## src/sv/telemetry_protobuf_frame_encoder_assert.svh

```systemverilog
// assertion helpers, clocked on clk and disabled while arst_n is low
`ifndef TELEMETRY_PROTOBUF_FRAME_ENCODER_ASSERT_SVH
`define TELEMETRY_PROTOBUF_FRAME_ENCODER_ASSERT_SVH

// same-cycle implication
`define TPFE_ASSERT_IMP(lbl, ante, cons, msg) \
	lbl: assert property (@(posedge clk) disable iff (!arst_n) (ante) |-> (cons)) \
		else $error(msg);

// next-cycle implication
`define TPFE_ASSERT_NXT(lbl, ante, cons, msg) \
	lbl: assert property (@(posedge clk) disable iff (!arst_n) (ante) |=> (cons)) \
		else $error(msg);

`endif

```

## src/sv/tpfe_pkg.sv

```systemverilog
`timescale 1ns / 1ps
package tpfe_pkg;

	localparam int STAMP_W = 32;
	localparam int TICK_W  = 32;
	localparam int SECS_W  = 32;
	localparam int BATT_W  = 7;
	localparam int BYTE_W  = 8;

	localparam logic [BATT_W-1:0] BATT_RESET = 7'd101;

	localparam logic [BYTE_W-1:0] TAG_TIME    = 8'h0D;
	localparam logic [BYTE_W-1:0] TAG_METRICS = 8'h12;
	localparam logic [BYTE_W-1:0] TAG_BATTERY = 8'h08;
	localparam logic [BYTE_W-1:0] TAG_UPTIME  = 8'h28;

	// digit-serial divide by 1000, one byte of the 64-bit total per step
	localparam int MS_PER_SEC  = 1000;
	localparam int DIG_W       = 8;
	localparam int TOTAL_W     = 64;
	localparam int DIV_STEPS   = TOTAL_W / DIG_W;
	localparam int REM_W       = 10;
	localparam int V_W         = REM_W + DIG_W;
	localparam int RECIP_SHIFT = 28;
	localparam int RECIP_W     = 19;
	localparam int PROD_W      = V_W + RECIP_W;
	localparam logic [RECIP_W-1:0] RECIP = 19'd268436; // ceil(2^28 / 1000)

	localparam int QUEUE_DEPTH = 2;

	typedef struct packed {
		logic [STAMP_W-1:0] stamp;
		logic [SECS_W-1:0]  secs;
		logic [BATT_W-1:0]  batt;
	} rec_t;

endpackage

```

## src/sv/tpfe_front.sv

```systemverilog
`timescale 1ns / 1ps
module tpfe_front (
	input  logic                       clk,
	input  logic                       arst_n,
	input  logic                       cfg_we,
	input  logic [tpfe_pkg::BATT_W-1:0] cfg_wdata,
	input  logic                       in_valid,
	output logic                       in_ready,
	input  logic [tpfe_pkg::STAMP_W-1:0] in_stamp,
	input  logic [tpfe_pkg::TICK_W-1:0]  in_tick,
	output logic                       rec_valid,
	input  logic                       rec_ready,
	output tpfe_pkg::rec_t             rec
);
	import tpfe_pkg::*;

	typedef enum logic [2:0] {
		ST_IDLE = 3'b001,
		ST_DIV  = 3'b010,
		ST_PUSH = 3'b100
	} state_t;

	localparam int CNT_W = $clog2(DIV_STEPS);

	state_t              st_q;
	logic [CNT_W-1:0]    cnt_q;
	logic [TICK_W-1:0]   prev_q;
	logic [TICK_W-1:0]   wraps_q;
	logic [BATT_W-1:0]   batt_q;
	logic [REM_W-1:0]    rem_q;
	logic [TOTAL_W-1:0]  div_q;
	logic [SECS_W-1:0]   quot_q;
	logic [STAMP_W-1:0]  stamp_q;

	logic                accept;
	logic [TICK_W-1:0]   wraps_nx;
	logic [V_W-1:0]      v;
	logic [PROD_W-1:0]   prod;
	logic [DIG_W-1:0]    q;
	logic [V_W-1:0]      qk;
	logic [REM_W-1:0]    rem_nx;

	assign in_ready  = (st_q == ST_IDLE) || ((st_q == ST_PUSH) && rec_ready);
	assign accept    = in_valid && in_ready;
	assign rec_valid = (st_q == ST_PUSH);
	assign rec       = '{stamp: stamp_q, secs: quot_q, batt: batt_q};

	// backward tick step means the counter wrapped
	assign wraps_nx = wraps_q + TICK_W'(in_tick < prev_q);

	// one quotient digit: v < 256000, reciprocal exact over that range
	always_comb begin
		v      = {rem_q, div_q[TOTAL_W-1 -: DIG_W]};
		prod   = PROD_W'(v) * PROD_W'(RECIP);
		q      = prod[RECIP_SHIFT +: DIG_W];
		qk     = (V_W'(q) << 10) - (V_W'(q) << 4) - (V_W'(q) << 3);
		rem_nx = REM_W'(v - qk);
	end

	always_ff @(posedge clk or negedge arst_n) begin
		if (!arst_n) begin
			st_q    <= ST_IDLE;
			cnt_q   <= '0;
			prev_q  <= '0;
			wraps_q <= '0;
			batt_q  <= BATT_RESET;
			rem_q   <= '0;
		end else begin
			if (cfg_we) begin
				batt_q <= cfg_wdata;
			end
			if (accept) begin
				prev_q  <= in_tick;
				wraps_q <= wraps_nx;
				rem_q   <= '0;
				cnt_q   <= '0;
				st_q    <= ST_DIV;
			end else begin
				case (st_q)
					ST_DIV: begin
						rem_q <= rem_nx;
						cnt_q <= cnt_q + 1'b1;
						if (cnt_q == CNT_W'(DIV_STEPS - 1)) begin
							st_q <= ST_PUSH;
						end
					end
					ST_PUSH: begin
						if (rec_ready) begin
							st_q <= ST_IDLE;
						end
					end
					default: st_q <= ST_IDLE;
				endcase
			end
		end
	end

	always_ff @(posedge clk) begin
		if (accept) begin
			div_q   <= {wraps_nx, in_tick};
			stamp_q <= in_stamp;
		end else if (st_q == ST_DIV) begin
			div_q  <= div_q << DIG_W;
			quot_q <= {quot_q[SECS_W-DIG_W-1:0], q};
		end
	end

endmodule

```

## src/sv/tpfe_fifo.sv

```systemverilog
`timescale 1ns / 1ps
module tpfe_fifo #(
	parameter int Depth = tpfe_pkg::QUEUE_DEPTH
) (
	input  logic           clk,
	input  logic           arst_n,
	input  logic           push_valid,
	output logic           push_ready,
	input  tpfe_pkg::rec_t push_data,
	output logic           pop_valid,
	input  logic           pop_ready,
	output tpfe_pkg::rec_t pop_data
);
	import tpfe_pkg::*;

	localparam int PTR_W = (Depth > 1) ? $clog2(Depth) : 1;
	localparam int CNT_W = $clog2(Depth + 1);

	rec_t             mem_q [Depth];
	logic [PTR_W-1:0] wr_q;
	logic [PTR_W-1:0] rd_q;
	logic [CNT_W-1:0] cnt_q;
	logic             do_push;
	logic             do_pop;

	assign push_ready = (cnt_q != CNT_W'(Depth));
	assign pop_valid  = (cnt_q != '0);
	assign pop_data   = mem_q[rd_q];
	assign do_push    = push_valid && push_ready;
	assign do_pop     = pop_valid && pop_ready;

	always_ff @(posedge clk or negedge arst_n) begin
		if (!arst_n) begin
			wr_q  <= '0;
			rd_q  <= '0;
			cnt_q <= '0;
		end else begin
			if (do_push) begin
				wr_q <= (wr_q == PTR_W'(Depth - 1)) ? '0 : wr_q + 1'b1;
			end
			if (do_pop) begin
				rd_q <= (rd_q == PTR_W'(Depth - 1)) ? '0 : rd_q + 1'b1;
			end
			if (do_push && !do_pop) begin
				cnt_q <= cnt_q + 1'b1;
			end else if (do_pop && !do_push) begin
				cnt_q <= cnt_q - 1'b1;
			end
		end
	end

	always_ff @(posedge clk) begin
		if (do_push) begin
			mem_q[wr_q] <= push_data;
		end
	end

endmodule

```

## src/sv/tpfe_back.sv

```systemverilog
`timescale 1ns / 1ps
module tpfe_back (
	input  logic                        clk,
	input  logic                        arst_n,
	input  logic                        rec_valid,
	output logic                        rec_ready,
	input  tpfe_pkg::rec_t              rec,
	output logic                        out_valid,
	input  logic                        out_ready,
	output logic [tpfe_pkg::BYTE_W-1:0] out_data,
	output logic                        out_last
);
	import tpfe_pkg::*;

	// byte positions in the frame
	localparam logic [3:0] POS_TAG_TIME = 4'd0;
	localparam logic [3:0] POS_STAMP0   = 4'd1;
	localparam logic [3:0] POS_STAMP1   = 4'd2;
	localparam logic [3:0] POS_STAMP2   = 4'd3;
	localparam logic [3:0] POS_STAMP3   = 4'd4;
	localparam logic [3:0] POS_TAG_MET  = 4'd5;
	localparam logic [3:0] POS_LEN      = 4'd6;
	localparam logic [3:0] POS_TAG_BAT  = 4'd7;
	localparam logic [3:0] POS_BATT     = 4'd8;
	localparam logic [3:0] POS_TAG_UPT  = 4'd9;
	localparam logic [3:0] POS_VARINT   = 4'd10;
	localparam int VAR_BITS = 7;
	localparam int VAR_MAX  = 5;

	rec_t                     cur_q;
	logic                     active_q;
	logic [3:0]               idx_q;
	logic [3:0]               last_idx_q;
	logic [2:0]               ulen_q;
	logic                     out_valid_q;
	logic [BYTE_W-1:0]        out_data_q;
	logic                     out_last_q;

	logic                     emit;
	logic                     cur_last;
	logic                     pop;
	logic [2:0]               ulen_nx;
	logic [2:0]               k;
	logic [VAR_BITS*VAR_MAX-1:0] secs_ext;
	logic [BYTE_W-1:0]        byte_sel;

	function automatic logic [2:0] varint_len(input logic [SECS_W-1:0] s);
		if (s[SECS_W-1:7] == '0) begin
			return 3'd1;
		end else if (s[SECS_W-1:14] == '0) begin
			return 3'd2;
		end else if (s[SECS_W-1:21] == '0) begin
			return 3'd3;
		end else if (s[SECS_W-1:28] == '0) begin
			return 3'd4;
		end
		return 3'd5;
	endfunction

	assign emit      = active_q && (!out_valid_q || out_ready);
	assign cur_last  = (idx_q == last_idx_q);
	assign rec_ready = !active_q || (emit && cur_last);
	assign pop       = rec_valid && rec_ready;
	assign ulen_nx   = varint_len(rec.secs);

	assign out_valid = out_valid_q;
	assign out_data  = out_data_q;
	assign out_last  = out_last_q;

	always_comb begin
		k        = 3'(idx_q - POS_VARINT);
		secs_ext = (VAR_BITS*VAR_MAX)'(cur_q.secs);
		case (idx_q)
			POS_TAG_TIME: byte_sel = TAG_TIME;
			POS_STAMP0:   byte_sel = cur_q.stamp[7:0];
			POS_STAMP1:   byte_sel = cur_q.stamp[15:8];
			POS_STAMP2:   byte_sel = cur_q.stamp[23:16];
			POS_STAMP3:   byte_sel = cur_q.stamp[31:24];
			POS_TAG_MET:  byte_sel = TAG_METRICS;
			POS_LEN:      byte_sel = BYTE_W'(ulen_q) + 8'd3;
			POS_TAG_BAT:  byte_sel = TAG_BATTERY;
			POS_BATT:     byte_sel = {1'b0, cur_q.batt};
			POS_TAG_UPT:  byte_sel = TAG_UPTIME;
			default:      byte_sel = {(k != 3'(ulen_q - 3'd1)), secs_ext[k*VAR_BITS +: VAR_BITS]};
		endcase
	end

	always_ff @(posedge clk or negedge arst_n) begin
		if (!arst_n) begin
			active_q    <= 1'b0;
			idx_q       <= '0;
			out_valid_q <= 1'b0;
		end else begin
			if (pop) begin
				active_q <= 1'b1;
				idx_q    <= '0;
			end else if (emit) begin
				idx_q <= idx_q + 1'b1;
				if (cur_last) begin
					active_q <= 1'b0;
				end
			end
			if (emit) begin
				out_valid_q <= 1'b1;
			end else if (out_ready) begin
				out_valid_q <= 1'b0;
			end
		end
	end

	always_ff @(posedge clk) begin
		if (pop) begin
			cur_q      <= rec;
			ulen_q     <= ulen_nx;
			last_idx_q <= POS_TAG_UPT + 4'(ulen_nx);
		end
		if (emit) begin
			out_data_q <= byte_sel;
			out_last_q <= cur_last;
		end
	end

endmodule

```

## src/sv/telemetry_protobuf_frame_encoder.sv

```systemverilog
`timescale 1ns / 1ps
// telemetry frame encoder, protobuf wire format
// s_axis: one transaction per frame, tdata = {tick_ms, time_stamp}
// m_axis: one transaction per frame byte, tlast on the final byte
// cfg_we / cfg_wdata: battery level written at any edge with cfg_we high
// frame: 0x0d, stamp le x4, 0x12, len, 0x08, battery, 0x28, uptime varint
// frames run 11 to 15 bytes, one byte per cycle while the receiver is ready
// front: tick wrap tracking and a digit-serial divide of the 64-bit
//   millisecond total by 1000, one byte per cycle
// a two-entry queue sits between front and back, each stalls on its own
// back: byte serializer with an output register, so the next frame loads
//   the cycle its predecessor's last byte is issued
// when idle, the first byte passes the divider steps, the queue and the output register
// the serializer sets the frame rate; the front takes a new input as its record enters the queue
// reset: battery level 101, tick history and wrap count cleared, queue empty
// receiver stall: output holds, queue fills, then s_axis_tready drops
module telemetry_protobuf_frame_encoder #(
	parameter int QueueDepth = tpfe_pkg::QUEUE_DEPTH
) (
	input  logic                         clk,
	input  logic                         arst_n,
	input  logic                         cfg_we,
	input  logic [tpfe_pkg::BATT_W-1:0]  cfg_wdata,      // battery_level
	input  logic                         s_axis_tvalid,
	output logic                         s_axis_tready,
	input  logic [63:0]                  s_axis_tdata,   // time_stamp, tick_ms
	output logic                         m_axis_tvalid,
	input  logic                         m_axis_tready,
	output logic [tpfe_pkg::BYTE_W-1:0]  m_axis_tdata,   // frame_byte
	output logic                         m_axis_tlast    // last_byte
);
	import tpfe_pkg::*;

	`include "telemetry_protobuf_frame_encoder_assert.svh"

	logic front_valid;
	logic front_ready;
	rec_t front_rec;
	logic back_valid;
	logic back_ready;
	rec_t back_rec;

	// classify: wrap tracking and uptime seconds
	tpfe_front u_front (
		.clk       (clk),
		.arst_n    (arst_n),
		.cfg_we    (cfg_we),
		.cfg_wdata (cfg_wdata),
		.in_valid  (s_axis_tvalid),
		.in_ready  (s_axis_tready),
		.in_stamp  (s_axis_tdata[STAMP_W-1:0]),
		.in_tick   (s_axis_tdata[STAMP_W +: TICK_W]),
		.rec_valid (front_valid),
		.rec_ready (front_ready),
		.rec       (front_rec)
	);

	// decoupling queue of frame records
	tpfe_fifo #(
		.Depth (QueueDepth)
	) u_fifo (
		.clk        (clk),
		.arst_n     (arst_n),
		.push_valid (front_valid),
		.push_ready (front_ready),
		.push_data  (front_rec),
		.pop_valid  (back_valid),
		.pop_ready  (back_ready),
		.pop_data   (back_rec)
	);

	// serialize one record into frame bytes
	tpfe_back u_back (
		.clk       (clk),
		.arst_n    (arst_n),
		.rec_valid (back_valid),
		.rec_ready (back_ready),
		.rec       (back_rec),
		.out_valid (m_axis_tvalid),
		.out_ready (m_axis_tready),
		.out_data  (m_axis_tdata),
		.out_last  (m_axis_tlast)
	);

	// divider busy right after an input transaction
	`TPFE_ASSERT_NXT(a_div_busy, s_axis_tvalid && s_axis_tready, !s_axis_tready, "input taken while divider busy")
	// a frame opens with the time tag
	`TPFE_ASSERT_IMP(a_frame_start, m_axis_tvalid && m_axis_tready && $past(m_axis_tvalid && m_axis_tready && m_axis_tlast), m_axis_tdata == TAG_TIME, "frame does not start with time tag")
	// closing varint byte has no continuation bit
	`TPFE_ASSERT_IMP(a_last_varint, m_axis_tvalid && m_axis_tlast, !m_axis_tdata[BYTE_W-1], "last byte carries continuation bit")

endmodule
```

## config.mk

```make
export PLATFORM = sky130hd
export DESIGN_NAME = telemetry_protobuf_frame_encoder
export DESIGN_NICKNAME = d
export VERILOG_FILES = /design/src/sv/tpfe_pkg.sv /design/src/sv/tpfe_front.sv /design/src/sv/tpfe_fifo.sv /design/src/sv/tpfe_back.sv /design/src/sv/telemetry_protobuf_frame_encoder.sv
export VERILOG_INCLUDE_DIRS = /design/src /design/src/sv
export SDC_FILE = /design/constraint.sdc
export NUM_CORES = 1
export LEC_CHECK = 0
export BUFFER_PORTS_ARGS = -buffer_cell sky130_fd_sc_hd__buf_2
export CAP_MARGIN = 30
export CORE_AREA = 3 3 216 218
export CTS_CLUSTER_SIZE = 16
export DETAILED_ROUTE_END_ITERATION = 10
export DIE_AREA = 0 0 219 221
export HOLD_SLACK_MARGIN = 0.02
export PLACE_DENSITY = 0.66
export SLEW_MARGIN = 10
export SYNTH_ARGS = -nofsm -noshare
export SYNTH_HDL_FRONTEND = slang
export SYNTH_SLANG_ARGS = --single-unit
export TNS_END_PERCENT = 100
```

## constraint.sdc

```tcl
create_clock -name clk -period 14.8 [get_ports clk]
set_clock_uncertainty 0.05 [all_clocks]
set_input_delay 0.74 -clock clk [delete_from_list [all_inputs] [get_ports clk]]
set_output_delay 0.74 -clock clk [all_outputs]
set_load 0.005 [all_outputs]
```

==> flow_summary.ini <==
[outcome]
status = complete, no violations

[layout]
stdcell_area_sq_um = 24900
mostFrequentLayoutCells = edfxtp_1, ha_1, nand2_1, inv_1, dfrtp_1
diodes = 0
fin_util = 0.553
mostFrequentLayoutCell = edfxtp_1
nets = 2072
area_delta_synth_final_pct = 11.7
post_route_cells_drive_above_1_share = 0.153

[floorplan]
coreArea_sq_um = 45100
row_count = 78
design.portCount = 87
chipWidth_um = 219
area_of_the_die_sq_um = 48400
die-height_um = 221
initial_core_util = 0.495

[clock_tree]
clock_insertion_delay_worst_skew_ns = 0.56
cts-buffers-inserted = 45
clkTransAtPathRegs_ns = 0.06
clock-sinks = 454
htree_num_levels = 2
post_cts_hold_buffer_count = 0
clock-root-buffer = clkbuf_16
clock_tree_from_tritoncts = built
clk_path_buf_depth = 3
post-cts-setup-buffer-count = 0
cts-resized-gates = 0

[timing]
timing.final.hold_violations = 0
grt_setup_unrepaired = false
timing.hold.ws_ns = 0.125
worst_pin_slew_ns = 0.862
worst_slew_margin_rel = 0.425
finalSetupViolations = 0
slew_violations = 0
min_period_ns = 8.02
finalCritPeriodShare = 0.542
fmax_ghz = 0.125
post-route-worst-setup-slack_ns = 6.78
totalNegativeSetupSlack_ns = 0

[detailed_routing]
wl_mm = 41.8
drtAntennaViolNets = 0
num_vias = 12600
detailedRoute.firstIterationViolations = 817
routed_wl_per_cell_um = 17.5
drt-vias-per-instance = 5.27
route.detailed.drc = 0
drt_pass1_iterations = 5

[global_routing]
grt_util_all_layers = 0.176
maximum_number_of_pins_on_one_net_before_global_route_repair = 107
global_route_wire_length_before_repair_mm = 68.3
first_global_vias = 13100
number_of_antenna_violations_at_the_first_check_in_global_routing = 0
grt-ovfl-total = 0

[setup_path]
timing.critical_path.fanout_max = 7
cp_slowest_stage_delay_ns = 0.54
timing.critical_path.to_type = register
crit_top_cell = ha_1
critical_path.startpoint_type = register
r2r_end = u_front.rem_q[9]
cp.arrival_ns = 8.39
worstSetupEndpoint = u_front.rem_q[9]
ff2ff_path_depth = 29
cp_data_required_time_ns = 15.17
cp-startpoint = u_front.div_q[63]
critical-path-slowest-cell = edfxtp_1
crit_type = register to register
internal_reg_to_reg_setup_slack_ns = 6.78
rr_startpoint = u_front.div_q[63]

[power_and_ir_drop]
vdd.ir_drop.worst_uv = 195
leakagePower_uw = 0.0105
power.combinational.fraction = 0.485
cell_internal_pwr_uw = 3560
pwr-share-seq = 0.323
switching_share = 0.393
power_per_cell_area_nw_per_um2 = 235
clock_power_share = 0.191
power.net_switching_uw = 2300

[yosys]
synth-async-reset-ratio = 0.214
primary_ff_master_synth = edfxtp_1
syn-instance-count = 1660
syn_area_per_cell_sq_um = 13.4
yosys_warnings = 0
ys_ff_latch = 454
edff_count_synth = 357
synth.lib_cells_used.distinct = 75
synth_nets = 1980
sequential_cell_area_fraction_in_the_yosys_report = 0.589
syn_area_sq_um = 22300

[placement]
detailed_place_hpwl_mm = 29.2
detailedPlace.worstSlack_ns = 6.79
last_weighted_congestion_value_of_the_routability_driven_placer = 0.830
placement.io_buffers = 86
placedInstanceArea_sq_um = 23400

[flow_run]
cap_viol_max_count = 0

[min_path]
worst_hold_path_type = input pin to async pin
[registers in the layout, indices dropped and copies added (netlist names), 3 cells and up]
| name | flops |
|---|---|
| u_front.cnt_q | 3 |
| u_front.batt_q | 7 |
| u_front.prev_q | 32 |
| u_back.cur_q | 71 |
| u_front.stamp_q | 32 |
| u_front.st_q | 3 |
| u_front.rem_q | 10 |
| u_front.div_q | 64 |
| u_front.quot_q | 32 |
| u_back.ulen_q | 3 |
| u_back.idx_q | 4 |
| u_front.wraps_q | 32 |
| u_fifo.mem_q | 142 |
| u_back.last_idx_q | 4 |
| u_back.out_data | 8 |
[metrics by stage]
step | total power (uW) | std cells
after floorplan | 4010 | 1660
after global placement | 4690 | 2302
after detailed placement | 4790 | 2304
after CTS | 5940 | 2388
after global routing | 6420 | 2389
final | 5860 | 2389
[worst min-delay path by stage]
stage,to,startpoint
floorplan,u_fifo.mem_q[0][31],u_front.quot_q[24]
global placement,u_fifo.mem_q[0][36],u_front.quot_q[29]
detailed placement,u_fifo.mem_q[0][54],u_front.stamp_q[15]
CTS,u_front.prev_q[10],arst_n
global route,u_front.prev_q[10],arst_n
finish,u_front.prev_q[10],arst_n
[critical path, delay by kind of cell, from the launching register on]
kind            cells  cell delay [ns]
compound gates     11             2.29
xor+xnor            4             0.95
fa+ha+maj           9             3.49
buf+inv             4             0.21
flops               1             0.54
simple gates        1             0.36
[cell families (layout without fill, tap and decap cells)]
logic type,after synthesis,after routing,share of synthesized area
mux,88,88,0.0478
buf+inv,219,348,0.0373
compound gates,216,216,0.0627
simple gates,344,344,0.0723
other cells,1,1,0.000168
xor+xnor,94,94,0.0377
fa+ha+maj,244,244,0.153
flops,454,454,0.589
[synthesized netlist by cell type, drive strengths merged, types with 3 or more instances]
| master | n | area [sq um] |
|---|---|---|
| a211oi | 8 | 60.1 |
| a21boi | 3 | 22.5 |
| a21o | 26 | 195 |
| a21oi | 36 | 180 |
| a221oi | 5 | 50.0 |
| a22oi | 7 | 52.6 |
| a31oi | 4 | 25.0 |
| a32oi | 3 | 26.3 |
| and2 | 8 | 50.1 |
| and3 | 18 | 113 |
| and4 | 6 | 52.6 |
| buf | 8 | 41.3 |
| clkbuf | 45 | 169 |
| clkinv | 3 | 11.3 |
| dfrtp | 92 | 2300 |
| dfstp | 5 | 131 |
| edfxtp | 357 | 10700 |
| fa | 47 | 941 |
| ha | 197 | 2460 |
| inv | 163 | 612 |
| mux2 | 78 | 878 |
| mux2i | 3 | 30.0 |
| mux4 | 7 | 158 |
| nand2 | 166 | 623 |
| nand2b | 8 | 50.1 |
| nand3 | 30 | 150 |
| nand4 | 11 | 68.8 |
| nor2 | 44 | 165 |
| nor2b | 7 | 43.8 |
| nor3 | 22 | 120 |
| nor3b | 3 | 22.5 |
| nor4 | 5 | 37.5 |
| o211ai | 5 | 42.5 |
| o21a | 4 | 30.0 |
| o21ai | 89 | 460 |
| or2 | 4 | 25.0 |
| or3 | 4 | 25.0 |
| or4 | 5 | 41.3 |
| xnor2 | 49 | 448 |
| xor2 | 45 | 394 |
[per-layer routing]
layer,vias to the layer above,track usage,share of wire
li1,6126,-,-
met1,6239,0.242,0.45
met2,178,0.298,0.50
met3,54,0.0257,0.034
met4,0,0.0406,0.017
met5,-,0,0
[power by group through the flow]
stage          Sequential (uW)  Combinational (uW)  Clock [uW]
2_1_floorplan             1840                2170           0
3_3_place_gp              1920                2770           0
3_5_place_dp              1920                2870           0
4_1_cts                   1900                2890        1150
5_1_grt                   1920                3290        1200
6_report                  1900                2840        1120
[area by class of cell]
cell class / count / area [sq um]
fillers: 3695 / 20200
clock inverters: 20 / 194
clock buffers: 64 / 1280
flip-flops and latches: 454 / 13200
multi-input cells: 987 / 8360
well taps: 600 / 751
inverters: 166 / 624
repair buffers: 98 / 568
Note: power is estimated with default switching activity, not from simulation.
